File: src/rtl/core/ascii_integer_parser_defines.svh
// ---------------------------------------------------------------------------
// ascii integer parser assertion macros
// concurrent assertion forms used by the parser queue rtl
// ---------------------------------------------------------------------------
`ifndef ASCII_INTEGER_PARSER_DEFINES_SVH
`define ASCII_INTEGER_PARSER_DEFINES_SVH

// expression holds at every edge out of reset
`define AIP_ASSERT_ALWAYS(lbl, clk, rst, expr, msg) \
  lbl: assert property (@(posedge clk) disable iff (rst) (expr)) else $error(msg);

// consequent is checked at the clock edge that follows the antecedent
`define AIP_ASSERT_NEXT(lbl, clk, rst, ante, cons, msg) \
  lbl: assert property (@(posedge clk) disable iff (rst) (ante) |=> (cons)) else $error(msg);

`endif

File: src/rtl/core/aip_pkg.sv
// ---------------------------------------------------------------------------
// aip_pkg
// types and constants shared by the ascii integer parser modules
// ---------------------------------------------------------------------------
package aip_pkg;

  localparam int VALUE_BITS = 32;
  localparam int OUT_BITS   = 32;
  localparam int Q_DEPTH    = 4;
  localparam int Q_PTR_W    = $clog2(Q_DEPTH);
  localparam int Q_CNT_W    = $clog2(Q_DEPTH + 1);

  localparam logic [7:0] CH_ZERO  = 8'h30;
  localparam logic [7:0] CH_NINE  = 8'h39;
  localparam logic [7:0] CH_LX    = 8'h78;
  localparam logic [7:0] CH_UX    = 8'h58;
  localparam logic [7:0] CH_MINUS = 8'h2D;
  localparam logic [7:0] CH_PLUS  = 8'h2B;
  localparam logic [7:0] CH_SPACE = 8'h20;
  localparam logic [7:0] CH_LA    = 8'h61;
  localparam logic [7:0] CH_LF    = 8'h66;
  localparam logic [7:0] CH_UA    = 8'h41;
  localparam logic [7:0] CH_UF    = 8'h46;
  localparam logic [3:0] HEX_LETTER_OFS = 4'h9;

  typedef enum logic [2:0] {
    TK_SPACE,
    TK_PLUS,
    TK_MINUS,
    TK_ZERO,
    TK_DEC,
    TK_X,
    TK_HEXL,
    TK_OTHER
  } tok_class_t;

  typedef struct packed {
    logic       first;
    tok_class_t cls;
    logic [3:0] digit;
  } token_t;

  typedef enum logic [2:0] {
    PH_DONE,
    PH_LEAD,
    PH_ZERO,
    PH_HEX,
    PH_DEC
  } phase_t;

endpackage

File: src/rtl/core/ascii_integer_parser.sv
// ---------------------------------------------------------------------------
// ascii_integer_parser
// parses one decimal or hex integer per string from a character stream
// ---------------------------------------------------------------------------
//  channel   signals                          direction
//  input     in_valid in_ready ch first       in
//  output    out_valid out_ready value        out
//  config    cfg_wr_en cfg_wr_data            in
//
//  one character per cycle while the token queue has room; a result
//  is registered in the cycle after the parser takes its terminating character
//  a four-entry token queue lets input run on while the result stalls
//  rst is synchronous and clears parser state; signed_mode resets to 1
// ---------------------------------------------------------------------------
module ascii_integer_parser (
  input  logic                          clk,
  input  logic                          rst,
  input  logic                          cfg_wr_en,
  input  logic                          cfg_wr_data,
  input  logic                          in_valid,
  output logic                          in_ready,
  input  logic [7:0]                    ch,
  input  logic                          first,
  output logic                          out_valid,
  input  logic                          out_ready,
  output logic [aip_pkg::OUT_BITS-1:0]  value
);
  import aip_pkg::*;

  logic   signed_mode;
  logic   f_valid;
  logic   f_ready;
  token_t f_tok;
  logic   b_valid;
  logic   b_ready;
  token_t b_tok;

  always_ff @(posedge clk) begin
    if (rst) begin
      signed_mode <= 1'b1;
    end else if (cfg_wr_en) begin
      signed_mode <= cfg_wr_data;
    end
  end

  aip_front u_front (
    .in_valid    (in_valid),
    .in_ready    (in_ready),
    .ch          (ch),
    .first       (first),
    .signed_mode (signed_mode),
    .tok_valid   (f_valid),
    .tok_ready   (f_ready),
    .tok         (f_tok)
  );

  aip_queue u_queue (
    .clk        (clk),
    .rst        (rst),
    .push_valid (f_valid),
    .push_ready (f_ready),
    .push_tok   (f_tok),
    .pop_valid  (b_valid),
    .pop_ready  (b_ready),
    .pop_tok    (b_tok)
  );

  aip_back u_back (
    .clk       (clk),
    .rst       (rst),
    .tok_valid (b_valid),
    .tok_ready (b_ready),
    .tok       (b_tok),
    .out_valid (out_valid),
    .out_ready (out_ready),
    .value     (value)
  );

endmodule

File: src/rtl/core/aip_front.sv
// ---------------------------------------------------------------------------
// aip_front
// accepts characters and classifies them into parser tokens
// ---------------------------------------------------------------------------
module aip_front (
  input  logic            in_valid,
  output logic            in_ready,
  input  logic [7:0]      ch,
  input  logic            first,
  input  logic            signed_mode,
  output logic            tok_valid,
  input  logic            tok_ready,
  output aip_pkg::token_t tok
);
  import aip_pkg::*;

  assign tok_valid = in_valid;
  assign in_ready  = tok_ready;

  always_comb begin
    tok.first = first;
    tok.digit = ch[3:0];
    if (ch == CH_SPACE) begin
      tok.cls = TK_SPACE;
    end else if (signed_mode && ch == CH_PLUS) begin
      tok.cls = TK_PLUS;
    end else if (signed_mode && ch == CH_MINUS) begin
      tok.cls = TK_MINUS;
    end else if (ch == CH_ZERO) begin
      tok.cls = TK_ZERO;
    end else if (ch inside {[CH_ZERO:CH_NINE]}) begin
      tok.cls = TK_DEC;
    end else if (ch == CH_LX || ch == CH_UX) begin
      tok.cls = TK_X;
    end else if (ch inside {[CH_LA:CH_LF], [CH_UA:CH_UF]}) begin
      tok.cls   = TK_HEXL;
      tok.digit = ch[3:0] + HEX_LETTER_OFS;
    end else begin
      tok.cls = TK_OTHER;
    end
  end

endmodule

File: src/rtl/core/aip_queue.sv
// ---------------------------------------------------------------------------
// aip_queue
// short token queue between the classifier and the parser
// ---------------------------------------------------------------------------
`include "ascii_integer_parser_defines.svh"

module aip_queue (
  input  logic            clk,
  input  logic            rst,
  input  logic            push_valid,
  output logic            push_ready,
  input  aip_pkg::token_t push_tok,
  output logic            pop_valid,
  input  logic            pop_ready,
  output aip_pkg::token_t pop_tok
);
  import aip_pkg::*;

  token_t               mem [Q_DEPTH];
  logic [Q_PTR_W-1:0]   wr_ptr;
  logic [Q_PTR_W-1:0]   rd_ptr;
  logic [Q_CNT_W-1:0]   count;
  logic                 push;
  logic                 pop;

  assign push_ready = count != Q_CNT_W'(Q_DEPTH);
  assign pop_valid  = count != '0;
  assign pop_tok    = mem[rd_ptr];
  assign push       = push_valid && push_ready;
  assign pop        = pop_valid && pop_ready;

  always_ff @(posedge clk) begin
    if (push) begin
      mem[wr_ptr] <= push_tok;
    end
  end

  always_ff @(posedge clk) begin
    if (rst) begin
      wr_ptr <= '0;
      rd_ptr <= '0;
      count  <= '0;
    end else begin
      if (push) begin
        wr_ptr <= wr_ptr + 1'b1;
      end
      if (pop) begin
        rd_ptr <= rd_ptr + 1'b1;
      end
      if (push && !pop) begin
        count <= count + 1'b1;
      end else if (pop && !push) begin
        count <= count - 1'b1;
      end
    end
  end

  `AIP_ASSERT_ALWAYS(a_count_bound, clk, rst, count <= Q_CNT_W'(Q_DEPTH), "queue overfilled")
  `AIP_ASSERT_NEXT(a_count_up, clk, rst, push && !pop, count == $past(count) + 1'b1, "count up")
  `AIP_ASSERT_NEXT(a_count_dn, clk, rst, pop && !push, count == $past(count) - 1'b1, "count down")

endmodule

File: src/rtl/core/aip_back.sv
// ---------------------------------------------------------------------------
// aip_back
// parser state machine, accumulator and result register
// ---------------------------------------------------------------------------
module aip_back (
  input  logic                          clk,
  input  logic                          rst,
  input  logic                          tok_valid,
  output logic                          tok_ready,
  input  aip_pkg::token_t               tok,
  output logic                          out_valid,
  input  logic                          out_ready,
  output logic [aip_pkg::OUT_BITS-1:0]  value
);
  import aip_pkg::*;

  phase_t                phase;
  phase_t                phase_next;
  logic                  negative;
  logic                  negative_next;
  logic [VALUE_BITS-1:0] acc;
  logic [VALUE_BITS-1:0] acc_next;
  logic [VALUE_BITS-1:0] acc_in;
  logic [VALUE_BITS-1:0] result;
  logic [VALUE_BITS-1:0] digit_ext;
  logic                  emit;
  logic                  take;

  assign tok_ready = !out_valid || out_ready;
  assign take      = tok_valid && tok_ready;
  assign acc_in    = tok.first ? '0 : acc;
  assign digit_ext = VALUE_BITS'(tok.digit);

  always_ff @(posedge clk) begin
    if (rst) begin
      phase    <= PH_DONE;
      negative <= 1'b0;
      acc      <= '0;
    end else if (take) begin
      phase    <= phase_next;
      negative <= negative_next;
      acc      <= acc_next;
    end
  end

  always_comb begin
    phase_next    = tok.first ? PH_LEAD : phase;
    negative_next = tok.first ? 1'b0 : negative;
    acc_next      = acc_in;
    emit          = 1'b0;
    case (phase_next)
      PH_LEAD: begin
        case (tok.cls)
          TK_SPACE, TK_PLUS: begin
          end
          TK_MINUS: begin
            negative_next = !negative_next;
          end
          TK_ZERO: begin
            phase_next = PH_ZERO;
          end
          TK_DEC: begin
            acc_next   = digit_ext;
            phase_next = PH_DEC;
          end
          default: begin
            emit = 1'b1;
          end
        endcase
      end
      PH_ZERO: begin
        if (tok.cls == TK_X) begin
          acc_next   = '0;
          phase_next = PH_HEX;
        end else if (tok.cls inside {TK_ZERO, TK_DEC}) begin
          acc_next   = digit_ext;
          phase_next = PH_DEC;
        end else begin
          acc_next = '0;
          emit     = 1'b1;
        end
      end
      PH_HEX: begin
        if (tok.cls inside {TK_ZERO, TK_DEC, TK_HEXL}) begin
          acc_next = {acc_in[VALUE_BITS-5:0], tok.digit};
        end else begin
          emit = 1'b1;
        end
      end
      PH_DEC: begin
        if (tok.cls inside {TK_ZERO, TK_DEC}) begin
          acc_next = (acc_in << 3) + (acc_in << 1) + digit_ext;
        end else begin
          emit = 1'b1;
        end
      end
      default: begin
        phase_next = PH_DONE;
      end
    endcase
    if (emit) begin
      phase_next = PH_DONE;
    end
  end

  assign result = negative_next ? (~acc_next + 1'b1) : acc_next;

  always_ff @(posedge clk) begin
    if (rst) begin
      out_valid <= 1'b0;
    end else if (take && emit) begin
      out_valid <= 1'b1;
    end else if (out_ready) begin
      out_valid <= 1'b0;
    end
  end

  always_ff @(posedge clk) begin
    if (take && emit) begin
      value <= OUT_BITS'(result);
    end
  end

endmodule
File: config.mk
export PLATFORM = sky130hd
export DESIGN_NAME = ascii_integer_parser
export DESIGN_NICKNAME = d
export VERILOG_FILES = /design/src/rtl/core/aip_pkg.sv /design/src/rtl/core/ascii_integer_parser.sv /design/src/rtl/core/aip_front.sv /design/src/rtl/core/aip_queue.sv /design/src/rtl/core/aip_back.sv
export VERILOG_INCLUDE_DIRS = /design/src /design/src/rtl/core
export SDC_FILE = /design/constraint.sdc
export NUM_CORES = 1
export LEC_CHECK = 0
export BUFFER_PORTS_ARGS = -buffer_cell sky130_fd_sc_hd__buf_2
export CORE_UTILIZATION = 62
export CTS_BUF_LIST = sky130_fd_sc_hd__clkbuf_8 sky130_fd_sc_hd__clkbuf_16
export CTS_CLUSTER_DIAMETER = 120
export CTS_CLUSTER_SIZE = 40
export DETAILED_ROUTE_END_ITERATION = 16
export PLACE_DENSITY_LB_ADDON = 0.08
export SLEW_MARGIN = 5
export SYNTH_ARGS = -nofsm -noshare
export SYNTH_HDL_FRONTEND = slang
export SYNTH_SLANG_ARGS = --single-unit
File: constraint.sdc
create_clock -name clk -period 5.75 [get_ports clk]
set_input_delay 0.8625 -clock clk [delete_from_list [all_inputs] [get_ports clk]]
set_output_delay 0.8625 -clock clk [all_outputs]
set_load 0.01 [all_outputs]
==> impl_metrics.ini <==
[run_status]
status = finished clean

[power]
vdd_drop_max_mv = 0.495
power.leakage_uw = 0.00355
p_total_uw = 4290
cellPowerDensity_nw_per_um2 = 490

[clocking]
cts_tree = built
cts_hold_repair.buffers = 0
cts_setup_buffers = 0
numCtsBuffers = 9
cts.sink_count = 111
insertion_delay_ns = 0.36
clk_pin_slew_ns = 0.08
clockRootBuffer = clkbuf_16
cts_resized = 0
htree_levels = 3
clockBufferDepth = 2

[setup_path]
required_ns = 5.86
crit_path_frequent_cell = xor2_1
crit_type = reg2reg
cp.arrival_ns = 5.38
slowest_delay_ns = 0.53
cp_cell_sequence = mux4_2 > buf_4 > nor2b_1 > ha_1 > fa_1 > a211oi_1 > o211ai_1 > a31oi_1 > a21oi_1 > xor2_1 > a222oi_1 > and3_1 > nand4_1 > nor2_2 > a41oi_1 > xor2_1
path_max_fanout = 23
setup.worst_path.start_class = flop
slowest_stage = fa_1
end_kind = flop

[timing]
drv_slew = 0
period_needed_ns = 5.27
fmax_mhz = 190
rsz0062_at_grt = false
maxSlewHeadroom = 0.196
fin_crit_sh = 0.917
setup_viol = 0
finalHoldViolations = 0
worst_slew_pin_slew_ns = 1.20
final.setup.tns_ns = 0
skew_ns = 0.0140
fin_hold_ws_ns = 0.492

[global_routing]
antenna_found_initial = 0
overflow = 0
globalRouteTotalUtil = 0.354
grt_start_max_net_pins = 64
grt_pass1_wl_um = 35600
grt_pass1_vias = 6944

[final_layout]
final.fill_count = 1012
syn_to_final_growth_pct = 9.36
final_net_count = 992
drive_above_1_share = 0.127

[synthesis]
synth_edf_count = 64
yosysSeqAreaShare = 0.357
syn_area_per_cell_um2 = 9.25
synthCells = 867
netlist_area_um2 = 8020
ys_types = 78
synth_async_sr_flop_share = 0
synth_fp_nets = 952
ys.flop_type = edfxtp_1
yosysWarnings = 0
ys_seq_elements = 111

[die]
row_count = 41
core_um2 = 12600
die_area_um2 = 13400
floorplan.initialDensity = 0.635
die_h_um = 116
num_io_pins = 49
die_w_um = 116

[place]
routabilityCongestion = 0.960
port_buffers = 48
hpwlAfterDp_um = 16700

[detailed_routing]
drc = 0
finalWirelength_um = 22900
wl_per_cell_um = 21.1
drt_iter0_markers = 858
antenna_left = 0
vias = 7204
dr.pass1.iters = 6
via_per_inst = 6.64

[run]
cap_viol_max_count = 0

[worst_hold_path]
hp-class = reg2reg
## cells in the mapped netlist (7+ instances only)
cell type | instances | area (um^2)
dfxtp_1 | 47 | 941
nand2_1 | 64 | 240
inv_1 | 18 | 67.6
a21o_1 | 12 | 90.1
o21bai_1 | 7 | 52.6
a22oi_1 | 7 | 52.6
and3_1 | 10 | 62.6
a211oi_1 | 33 | 248
buf_2 | 8 | 40.0
clkbuf_1 | 37 | 139
o211ai_1 | 7 | 52.6
nor3b_1 | 8 | 60.1
nand3_1 | 25 | 125
nor2_1 | 85 | 319
a21oi_1 | 70 | 350
ha_1 | 68 | 851
nand4_1 | 9 | 56.3
a222oi_1 | 15 | 150
nor3_1 | 13 | 65.1
xor2_1 | 24 | 210
nor2b_1 | 34 | 213
a31oi_1 | 14 | 87.6
edfxtp_1 | 64 | 1920
o21ai_0 | 43 | 215
xnor2_1 | 39 | 342
## cell usage in the layout (no fill, tap or decap), drive strengths merged, types with 7 or more instances in the layout
cell and n:
nor2 86, buf 77, a21oi 70, ha 68, nand2 66, edfxtp 64, dfxtp 47, o21ai 44
xnor2 39, nor2b 34, a211oi 34, nand3 26, xor2 24, inv 23, a222oi 15, nor3 15
a31oi 14, a21o 13, and3 10, nand4 9, clkbuf 9, nor3b 9, mux4 8, o21bai 7
o211ai 7, a22oi 7
## path summary, 6_finish.rpt
| check | startpoint | endpoint | slack [ns] | cells past startpoint |
|---|---|---|---|---|
| worst max-delay path | u_queue.mem[3][7] | u_back.value[31] | 0.48 | 16 |
| worst min-delay path | u_back.negative | u_back.negative | 0.49 | 2 |
| worst max register to register | u_queue.mem[3][7] | u_back.value[31] | 0.48 | 16 |
| worst min register to register | u_back.negative | u_back.negative | 0.49 | 2 |
## layout make-up
class | instances | area (um^2) | share of cell area
Tap cell | 172 | 215 | 0.0245
Timing Repair Buffer | 77 | 458 | 0.0522
Inverter | 18 | 67.6 | 0.00771
Antenna cell | 1 | 2.50 | 0.000285
Clock inverter | 7 | 48.8 | 0.00557
Multi-Input combinational cell | 690 | 4890 | 0.557
Sequential cell | 111 | 2860 | 0.327
Clock buffer | 9 | 225 | 0.0257
## through the flow
stage	utilization	cells	cell area (um^2)	worst slack, ns
after detailed placement	0.673	1068	8490	0.611
after global placement	0.673	1068	8490	0.686
final	0.695	1085	8770	0.479
after global routing	0.695	1084	8760	0.0656
after CTS	0.694	1084	8760	0.561
after floorplan	-	867	8020	0.673
## where the power goes
| group | leakage [uW] | internal (uW) | switching (uW) |
|---|---|---|---|
| Sequential | 0.000979 | 1110 | 142 |
| Clock | 0.000141 | 297 | 301 |
| Combinational | 0.00243 | 869 | 1580 |
## logic make-up (layout without fill, tap and decap cells)
logic type,after synthesis,after routing,synth area share
DFF,111,111,0.357
adders and majority gates,70,70,0.111
and+or+nand+nor,282,282,0.176
xor gates and xnor gates,63,63,0.0688
AOI/OAI and AO/OA,260,260,0.220
buffers and inverters,66,111,0.0340
other,0,1,0
muxes,15,15,0.0329
## routing by layer
metal | part of all wire | global-route usage
met1 | 0.39 | 0.404
met2 | 0.49 | 0.588
met3 | 0.059 | 0.0873
met4 | 0.063 | 0.241
met5 | 0 | 0
## flip-flops by register name, summed over array words and instances, names as in the netlist, 2 cells and up, named ones only
signal / cells
u_queue.rd_ptr: 2
u_back.value: 32
u_back.acc: 32
u_queue.wr_ptr: 2
u_queue.count: 3
u_queue.mem: 32
u_back.phase: 3
## critical path, delay by kind of cell, from the launching register on
family | cells | cell delay (ns)
fa+ha+maj | 2 | 0.85
mux | 1 | 0.51
buf+inv | 1 | 0.23
xor+xnor | 2 | 0.36
compound gates | 6 | 1.68
flops | 1 | 0.40
simple gates | 4 | 0.99
Note: power is estimated with default switching activity, not from simulation.
